--- src/hw/rtl/fpts_pkg.sv ---
// Shared constants and types of the fixed-point Taylor sine pipeline.
package fpts_pkg;

	// Q16.16 angle constants
	localparam logic [19:0] TWO_PI_Q16    = 20'd411774;
	localparam logic [19:0] PI_Q16        = 20'd205887;

	// Taylor coefficients in Q16.16
	localparam logic [13:0] SIXTH_Q16     = 14'd10923;
	localparam logic [9:0]  ONE_120TH_Q16 = 10'd546;

	localparam logic [15:0] OUT_MAX       = 16'hFFFF;

	// Reciprocal of TWO_PI_Q16 scaled by 2**RECIP_SHIFT, rounded down
	localparam int          RECIP_SHIFT   = 50;
	localparam logic [31:0] RECIP_TWO_PI  = 32'((64'd1 << RECIP_SHIFT) / 64'd411774);
	localparam int          QUOT_W        = 64 - RECIP_SHIFT;

	// Width of a reduced angle in the first half period
	localparam int          PHASE_W       = 18;

	typedef struct packed {
		logic               mirror;
		logic [PHASE_W-1:0] a;
	} phase_t;

endpackage

--- src/hw/rtl/fixed_point_taylor_sine.sv ---
// Top level of the fixed-point Taylor sine: range reduction followed by the polynomial.
//
// Usage:
//   Input channel (angle_valid / angle_stall / angle) carries one unsigned
//   Q16.16 angle in radians per beat; any 32-bit value is legal.
//   Output channel (sine_valid / sine_stall / sine_value) carries one 16-bit
//   result per beat, in the same order as the angles came in.
//   A beat moves on a rising edge where valid is high and stall is low.
//
// Timing:
//   Eight register stages: three for the modulo-two-pi reduction (reciprocal
//   multiply, quotient multiply-subtract, correct and fold at pi) and five
//   for the polynomial (square, cube, fifth power with x^3/6, x^5/120, sum
//   with clamp and mirror). Each stage is at most one multiply deep; the
//   fifth-power stage runs its two products side by side.
//   Throughput is one beat per clock while the receiver does not stall.
//
// Reset and stall:
//   arst_n clears all stage valid bits; the datapath registers are not reset.
//   When the receiver stalls, the output register holds its beat, stages
//   behind it keep filling their bubbles, and angle_stall rises only once
//   every stage is occupied. Nothing is dropped or repeated.
module fixed_point_taylor_sine (
	input  logic        clk,
	input  logic        arst_n,
	input  logic        angle_valid,
	output logic        angle_stall,
	input  logic [31:0] angle,
	output logic        sine_valid,
	input  logic        sine_stall,
	output logic [15:0] sine_value
);

	logic             phase_valid;
	logic             phase_stall;
	fpts_pkg::phase_t phase;

	// reduce the angle to [0, pi) and flag the second half period
	fpts_reduce u_reduce (
		.clk       (clk),
		.arst_n    (arst_n),
		.in_valid  (angle_valid),
		.angle     (angle),
		.in_stall  (angle_stall),
		.out_valid (phase_valid),
		.out_phase (phase),
		.out_stall (phase_stall)
	);

	// evaluate, clamp and mirror
	fpts_poly u_poly (
		.clk        (clk),
		.arst_n     (arst_n),
		.in_valid   (phase_valid),
		.in_phase   (phase),
		.in_stall   (phase_stall),
		.out_valid  (sine_valid),
		.sine_value (sine_value),
		.out_stall  (sine_stall)
	);

	a_stall_only_when_full: assert property (@(posedge clk) disable iff (!arst_n)
		angle_stall |-> (sine_valid && sine_stall))
		else $error("input stalled while the output side can move");

endmodule

--- src/hw/rtl/fpts_reduce.sv ---
// Range reduction: angle modulo two pi, then fold into the first half period.
module fpts_reduce (
	input  logic             clk,
	input  logic             arst_n,
	input  logic             in_valid,
	input  logic [31:0]      angle,
	output logic             in_stall,
	output logic             out_valid,
	output fpts_pkg::phase_t out_phase,
	input  logic             out_stall
);

	logic v_s1, v_s2, v_s3;
	logic en_s1, en_s2, en_s3;

	logic [fpts_pkg::QUOT_W-1:0] q_s1;
	logic [31:0]                 angle_s1;
	logic [19:0]                 rem_s2;
	fpts_pkg::phase_t            phase_s3;

	logic [63:0] recip_prod;
	logic [31:0] quot_mul;
	logic [31:0] rem_full;
	logic [19:0] rem_fix;
	fpts_pkg::phase_t phase_nxt;

	// a stage advances when it is empty or the next one advances
	assign en_s3    = !v_s3 || !out_stall;
	assign en_s2    = !v_s2 || en_s3;
	assign en_s1    = !v_s1 || en_s2;
	assign in_stall = !en_s1;

	// quotient estimate, equal to the true quotient or one below it
	assign recip_prod = {32'd0, angle} * {32'd0, fpts_pkg::RECIP_TWO_PI};

	assign quot_mul = 32'(q_s1) * 32'(fpts_pkg::TWO_PI_Q16);
	assign rem_full = angle_s1 - quot_mul;

	always_comb begin
		if (rem_s2 >= fpts_pkg::TWO_PI_Q16) begin
			rem_fix = rem_s2 - fpts_pkg::TWO_PI_Q16;
		end else begin
			rem_fix = rem_s2;
		end
		if (rem_fix >= fpts_pkg::PI_Q16) begin
			phase_nxt.mirror = 1'b1;
			phase_nxt.a      = fpts_pkg::PHASE_W'(rem_fix - fpts_pkg::PI_Q16);
		end else begin
			phase_nxt.mirror = 1'b0;
			phase_nxt.a      = fpts_pkg::PHASE_W'(rem_fix);
		end
	end

	always_ff @(posedge clk or negedge arst_n) begin
		if (!arst_n) begin
			v_s1 <= 1'b0;
			v_s2 <= 1'b0;
			v_s3 <= 1'b0;
		end else begin
			if (en_s1) begin
				v_s1 <= in_valid;
			end
			if (en_s2) begin
				v_s2 <= v_s1;
			end
			if (en_s3) begin
				v_s3 <= v_s2;
			end
		end
	end

	always_ff @(posedge clk) begin
		if (en_s1 && in_valid) begin
			q_s1     <= recip_prod[63:fpts_pkg::RECIP_SHIFT];
			angle_s1 <= angle;
		end
		if (en_s2 && v_s1) begin
			rem_s2 <= rem_full[19:0];
		end
		if (en_s3 && v_s2) begin
			phase_s3 <= phase_nxt;
		end
	end

	assign out_valid = v_s3;
	assign out_phase = phase_s3;

	a_rem_bound: assert property (@(posedge clk) disable iff (!arst_n)
		v_s2 |-> (rem_s2 < 20'(2 * 411774)))
		else $error("remainder estimate off by more than one period");

	a_phase_bound: assert property (@(posedge clk) disable iff (!arst_n)
		v_s3 |-> (20'(phase_s3.a) < fpts_pkg::PI_Q16))
		else $error("folded angle not below pi");

endmodule

--- src/hw/rtl/fpts_poly.sv ---
// Taylor polynomial x - x^3/6 + x^5/120, clamp and mirror, one multiply deep per stage.
module fpts_poly (
	input  logic             clk,
	input  logic             arst_n,
	input  logic             in_valid,
	input  fpts_pkg::phase_t in_phase,
	output logic             in_stall,
	output logic             out_valid,
	output logic [15:0]      sine_value,
	input  logic             out_stall
);

	localparam int AW = fpts_pkg::PHASE_W;

	logic v_s4, v_s5, v_s6, v_s7, v_s8;
	logic en_s4, en_s5, en_s6, en_s7, en_s8;

	logic [AW-1:0] a_s4, a_s5, a_s6, a_s7;
	logic          mirror_s4, mirror_s5, mirror_s6, mirror_s7;
	logic [19:0]   sq_s4, sq_s5;
	logic [21:0]   cube_s5;
	logic [25:0]   fifth_s6;
	logic [19:0]   term3_s6, term3_s7;
	logic [19:0]   term5_s7;
	logic [15:0]   sine_s8;

	logic [35:0] sq_full;
	logic [37:0] cube_full;
	logic [41:0] fifth_full;
	logic [35:0] term3_full;
	logic [35:0] term5_full;
	logic signed [21:0] sum;
	logic [15:0] mag;
	logic [15:0] sine_nxt;

	assign en_s8    = !v_s8 || !out_stall;
	assign en_s7    = !v_s7 || en_s8;
	assign en_s6    = !v_s6 || en_s7;
	assign en_s5    = !v_s5 || en_s6;
	assign en_s4    = !v_s4 || en_s5;
	assign in_stall = !en_s4;

	assign sq_full    = 36'(in_phase.a) * 36'(in_phase.a);
	assign cube_full  = 38'(sq_s4) * 38'(a_s4);
	assign fifth_full = 42'(cube_s5) * 42'(sq_s5);
	assign term3_full = 36'(cube_s5) * 36'(fpts_pkg::SIXTH_Q16);
	assign term5_full = 36'(fifth_s6) * 36'(fpts_pkg::ONE_120TH_Q16);

	always_comb begin
		sum = $signed({4'd0, a_s7}) - $signed({2'd0, term3_s7}) + $signed({2'd0, term5_s7});
		if (sum[21]) begin
			mag = 16'd0;
		end else if (sum > $signed(22'(fpts_pkg::OUT_MAX))) begin
			mag = fpts_pkg::OUT_MAX;
		end else begin
			mag = sum[15:0];
		end
		sine_nxt = mirror_s7 ? (fpts_pkg::OUT_MAX - mag) : mag;
	end

	always_ff @(posedge clk or negedge arst_n) begin
		if (!arst_n) begin
			v_s4 <= 1'b0;
			v_s5 <= 1'b0;
			v_s6 <= 1'b0;
			v_s7 <= 1'b0;
			v_s8 <= 1'b0;
		end else begin
			if (en_s4) begin
				v_s4 <= in_valid;
			end
			if (en_s5) begin
				v_s5 <= v_s4;
			end
			if (en_s6) begin
				v_s6 <= v_s5;
			end
			if (en_s7) begin
				v_s7 <= v_s6;
			end
			if (en_s8) begin
				v_s8 <= v_s7;
			end
		end
	end

	always_ff @(posedge clk) begin
		if (en_s4 && in_valid) begin
			sq_s4     <= sq_full[35:16];
			a_s4      <= in_phase.a;
			mirror_s4 <= in_phase.mirror;
		end
		if (en_s5 && v_s4) begin
			cube_s5   <= cube_full[37:16];
			sq_s5     <= sq_s4;
			a_s5      <= a_s4;
			mirror_s5 <= mirror_s4;
		end
		if (en_s6 && v_s5) begin
			fifth_s6  <= fifth_full[41:16];
			term3_s6  <= term3_full[35:16];
			a_s6      <= a_s5;
			mirror_s6 <= mirror_s5;
		end
		if (en_s7 && v_s6) begin
			term5_s7  <= term5_full[35:16];
			term3_s7  <= term3_s6;
			a_s7      <= a_s6;
			mirror_s7 <= mirror_s6;
		end
		if (en_s8 && v_s7) begin
			sine_s8 <= sine_nxt;
		end
	end

	assign out_valid  = v_s8;
	assign sine_value = sine_s8;

	a_empty_no_stall: assert property (@(posedge clk) disable iff (!arst_n)
		!v_s8 |-> !in_stall)
		else $error("polynomial pipeline stalls with an empty output register");

endmodule
--- config.mk ---
export PLATFORM = sky130hd
export DESIGN_NAME = fixed_point_taylor_sine
export DESIGN_NICKNAME = d
export VERILOG_FILES = /design/src/hw/rtl/fpts_pkg.sv /design/src/hw/rtl/fixed_point_taylor_sine.sv /design/src/hw/rtl/fpts_reduce.sv /design/src/hw/rtl/fpts_poly.sv
export SDC_FILE = /design/constraint.sdc
export NUM_CORES = 2
export LEC_CHECK = 0
export BUFFER_PORTS_ARGS = -buffer_cell sky130_fd_sc_hd__buf_2
export CELL_PAD_IN_SITES_DETAIL_PLACEMENT = 0
export CELL_PAD_IN_SITES_GLOBAL_PLACEMENT = 2
export CORE_ASPECT_RATIO = 1.25
export CORE_MARGIN = 5
export CORE_UTILIZATION = 25
export CTS_BUF_LIST = sky130_fd_sc_hd__clkbuf_4 sky130_fd_sc_hd__clkbuf_8 sky130_fd_sc_hd__clkbuf_16
export CTS_CLUSTER_SIZE = 25
export DETAILED_ROUTE_END_ITERATION = 7
export GPL_ROUTABILITY_DRIVEN = 0
export PLACE_DENSITY = 0.51
export SYNTH_ARGS = -nofsm -noshare
export SYNTH_HDL_FRONTEND = slang
export SYNTH_SLANG_ARGS = --single-unit
--- constraint.sdc ---
create_clock -name clk -period 9.2 [get_ports clk]
set_input_delay 0.46 -clock clk [delete_from_list [all_inputs] [get_ports clk]]
set_output_delay 0.46 -clock clk [all_outputs]
set_load 0.1 [all_outputs]
==> summary.md <==
The final antenna-violating net count came out at 0. The number of cells produced by synthesis is 6984. The worst setup path is captured at a flip-flop. The die extent in y was 603.3 um. The combined buffer and inverter count along the critical path is 4. For this design the top-level I/O count stands at 54.

The maximum fanout count along the critical path is 22, and the period utilization is 85.07%. Entering global routing, the biggest net connects 60 pins. The core region is 0.2799 mm^2. The tools report the number of failing hold endpoints at the final stage as 0.

The first-pass GRT wire length was 320.9 mm. The logs give 0.5342 ns for the worst slack at placement and 2 for the level count of the clock H-tree. The worst min-delay path class was in -> async. The most common cell type on the critical path is sky130_fd_sc_hd__fa_1.

After routing, the total negative slack on setup checks comes to 0 ns. The detailed router finished its first iteration with 1362 violations. Measured against its own limit, the worst slew margin works out to 26.24%. The area growth from synthesis to layout is 9.644%. During synthesis, Yosys emitted a total of 0 warnings.

The clock insertion delay at the later pin of the skew report was 0.70 ns. The tools report the via count of the first global-routing pass as 52.56k. Among all flip-flop cells after synthesis, the most frequent one is sky130_fd_sc_hd__edfxtp_1.

The worst clock skew came out at 0.09059 ns. The wire-length estimate of the detail-placed layout is 179.7 mm. The tools report the clock tree root buffer cell as sky130_fd_sc_hd__clkbuf_16. The cell area that synthesis handed to floorplanning was 0.07039 mm^2. Counting tap cells, the placed design contains a total of 10.70k instances.

The placed instances occupy a cell area of 0.07553 mm^2. The run finished with clean final reports. At the pin with the least slew margin, the transition time is 1.106 ns.

The tool flagged a number of max-cap violations equal to 0. Summing the sequential cell areas from Yosys gives 13.64% of the chip area. For this run, asynchronously set or reset flops after synthesis account for 2.492%.

At the end of the flow, the number of nets in the layout was 9483. The final layout contains routed wiring with a total length of 206.7 mm. The critical path's largest stage delay is 0.69 ns. The remaining global-route overflow was 0; the area share of the largest cell type after synthesis was 38.71%.

The final design area excluding fillers is 0.07718 mm^2. A synthesized cell averages 10.08 um^2. Counting the buffers created by CTS gives 46. After synthesis, the most frequently instantiated cells are sky130_fd_sc_hd__inv_1 (1864), sky130_fd_sc_hd__fa_1 (1361), sky130_fd_sc_hd__ha_1 (1061), sky130_fd_sc_hd__nand2_1 (616), sky130_fd_sc_hd__and2_1 (422). The final number of setup-violating endpoints is 0, and the initial antenna violation count is 1. The post-route non-filler standard cell count was 10.79k. Summed over all instances, the cell type with the most area after synthesis is sky130_fd_sc_hd__fa_1. The wire length on met3 is 2.653 mm.

Broken down by cell family, the worst path's largest delay share belongs to adder cells. Sorting the synthesized cells by area gives the leading types as sky130_fd_sc_hd__fa_1 (39%), sky130_fd_sc_hd__ha_1 (19%), sky130_fd_sc_hd__edfxtp_1 (13%). The slowest library cell on the worst path is sky130_fd_sc_hd__edfxtp_1. Dividing the detail-routed wire length by the instance count gives 19.16 um. The routed design uses 115.2 mm of met2 wire. The die covers 0.2923 mm^2. After detailed routing, the number of remaining DRC violations is 0. The number of iterations in the first detailed-routing pass came out at 4. sky130_fd_sc_hd__inv_1 is the most common cell in the netlist. In this run, synthesis produced a sequential element count of 321.

The vias after detailed routing is 45.22k, and the width of the die is 484.6 um. The max-slew violation count came out at 0. The detailed router put a total of 84.28 mm of wire on met1. Clock tree synthesis found a total of 321 sinks. Highest metal layer with signal wires: met4.

Clock-pin slew was measured on the worst setup and hold paths at 0.06 ns. Counting flops with a built-in enable in the synthesized netlist gives 313. The fraction of layout instances using a drive strength above 1 came out at 4.221%. The shortest clock period the worst path allows after layout came out at 7.826 ns.

Setup repair after global routing left no endpoint under its margin. The number of port buffers came out at 53. By startpoint and endpoint, the worst setup path is classified as reg -> reg. Traced cell by cell, the critical path runs through and2_1 -> fa_1 -> fa_1 -> inv_1 -> fa_1 -> inv_1 -> fa_1 -> fa_1 -> fa_1 -> inv_1 -> fa_1 -> inv_1 -> ha_1 -> and3_1 -> a221o_1 -> a31oi_1 -> a31oi_1 -> o2111ai_1 -> a31oi_1 -> o21a_1 -> a311oi_1 -> o21ba_2 -> xnor2_1. The number of different library cells in the post-synthesis netlist was 82. The initial utilization of the core area, before any placement, comes to 25.15%. The number of nets handed over by synthesis was 9442.

The ratio of routed vias to standard cells works out to 4.192. The smallest setup slack after layout was 1.374 ns; the post-CTS setup repair buffer count was 0. The kind of launch point of the worst setup path was a flip-flop.

The number of cell rows is 217. The global-route usage over all layers is 14.32%. For this run, the top clock speed supported by timing is 127.8 MHz. The tools report the number of buffers on the longest clock path as 3. TritonCTS built the clock tree.

For the required time reported for the critical path endpoint, the log shows 9.62 ns. STA puts the critical path data arrival time at 8.25 ns.
final timing paths:
kind	cells after the start	slack, ns	from	end
worst max-delay path	23	1.37	u_poly.sq_s5[2]	u_poly.fifth_s6[12]
worst min-delay path	2	0.17	arst_n	u_reduce.v_s1
worst max register to register	23	1.37	u_poly.sq_s5[2]	u_poly.fifth_s6[12]
worst min register to register	0	0.40	u_poly.a_s5[10]	u_poly.a_s6[10]
max in group asynchronous	2	8.82	arst_n	u_poly.out_valid
min in group clk	1	0.18	angle[19]	u_reduce.angle_s1[19]
cell type report:
class	instances	area, um^2
Fill cell	29710	202700
Multi-Input combinational cell	4614	53100
Sequential cell	321	9599
Inverter	1864	6997
Tap cell	3723	4658
Timing Repair Buffer	178	1211
Clock buffer	50	1181
Clock inverter	33	426.7
Antenna cell	2	5.005
repair_timing:
item	in CTS	in global routing
resized for setup	0	0
hold endpoints to repair	10	0
hold buffers	3	0
flip-flops by register name, summed over array words and instances (netlist names), 14 cells and up:
signal              count
u_reduce.q_s1          14
u_poly.fifth_s6        26
u_poly.a_s6            18
u_reduce.rem_s2        20
u_poly.a_s5            18
u_poly.term3_s7        20
u_poly.sq_s4           20
u_poly.term3_s6        20
u_poly.term5_s7        20
u_poly.a_s4            18
u_poly.a_s7            18
u_reduce.angle_s1      20
u_poly.cube_s5         22
u_reduce.out_phase     19
u_poly.sq_s5           20
u_poly.sine_value      16
layer usage:
| layer | global-route usage (%) | vias up |
|---|---|---|
| met5 | 0 | - |
| met4 | 2.925 | 0 |
| met3 | 0.7541 | 159 |
| met2 | 28.49 | 338 |
| met1 | 16.78 | 23240 |
| li1 | - | 21480 |
placed cells by master, fill, tap and decap left out, types with 9 or more instances in the layout:
master / n
sky130_fd_sc_hd__inv_1: 1864
sky130_fd_sc_hd__fa_1: 1361
sky130_fd_sc_hd__ha_1: 1061
sky130_fd_sc_hd__nand2_1: 616
sky130_fd_sc_hd__and2_1: 418
sky130_fd_sc_hd__edfxtp_1: 313
sky130_fd_sc_hd__nor2_1: 174
sky130_fd_sc_hd__xnor2_1: 132
sky130_fd_sc_hd__a21oi_1: 128
sky130_fd_sc_hd__buf_4: 122
sky130_fd_sc_hd__xor2_1: 76
sky130_fd_sc_hd__o21ai_0: 73
sky130_fd_sc_hd__a21o_1: 64
sky130_fd_sc_hd__buf_2: 53
sky130_fd_sc_hd__clkbuf_16: 46
sky130_fd_sc_hd__nand3_1: 45
sky130_fd_sc_hd__nor3_1: 41
sky130_fd_sc_hd__o21a_1: 39
sky130_fd_sc_hd__nor2b_1: 31
sky130_fd_sc_hd__and3_1: 26
sky130_fd_sc_hd__a211oi_1: 24
sky130_fd_sc_hd__nand2b_1: 21
sky130_fd_sc_hd__a2111oi_0: 21
sky130_fd_sc_hd__a31oi_1: 21
sky130_fd_sc_hd__o21bai_1: 20
sky130_fd_sc_hd__nand4_1: 19
sky130_fd_sc_hd__or3_1: 16
sky130_fd_sc_hd__or2_2: 11
sky130_fd_sc_hd__o31ai_1: 11
sky130_fd_sc_hd__o211ai_1: 10
sky130_fd_sc_hd__and4_1: 9
sky130_fd_sc_hd__a211o_1: 9
through the flow:
stage | util (%) | hold slack, ns
2_1_floorplan | - | 0.1644
3_3_place_gp | 26.98 | 0.3355
3_5_place_dp | 26.98 | 0.3371
4_1_cts | 27.57 | 0.09944
5_1_grt | 27.57 | 0.1348
6_report | 27.57 | 0.1723
cells by family (layout without fill, tap and decap cells):
kind of cell    count (synthesis)  after routing  synth area share, %
compound gates                512            512                4.972
xor+xnor                      208            208                2.588
fa+ha+maj                    2422           2422                57.56
buf+inv                      2049           2125                10.95
flops                         321            321                13.64
mux                             7              7               0.1066
other cells                     0              2                    0
simple gates                 1465           1465                10.18
Power is left out: the tool's default activity adds up to more than one toggle a clock period on the data nets, which glitch-free logic cannot reach.
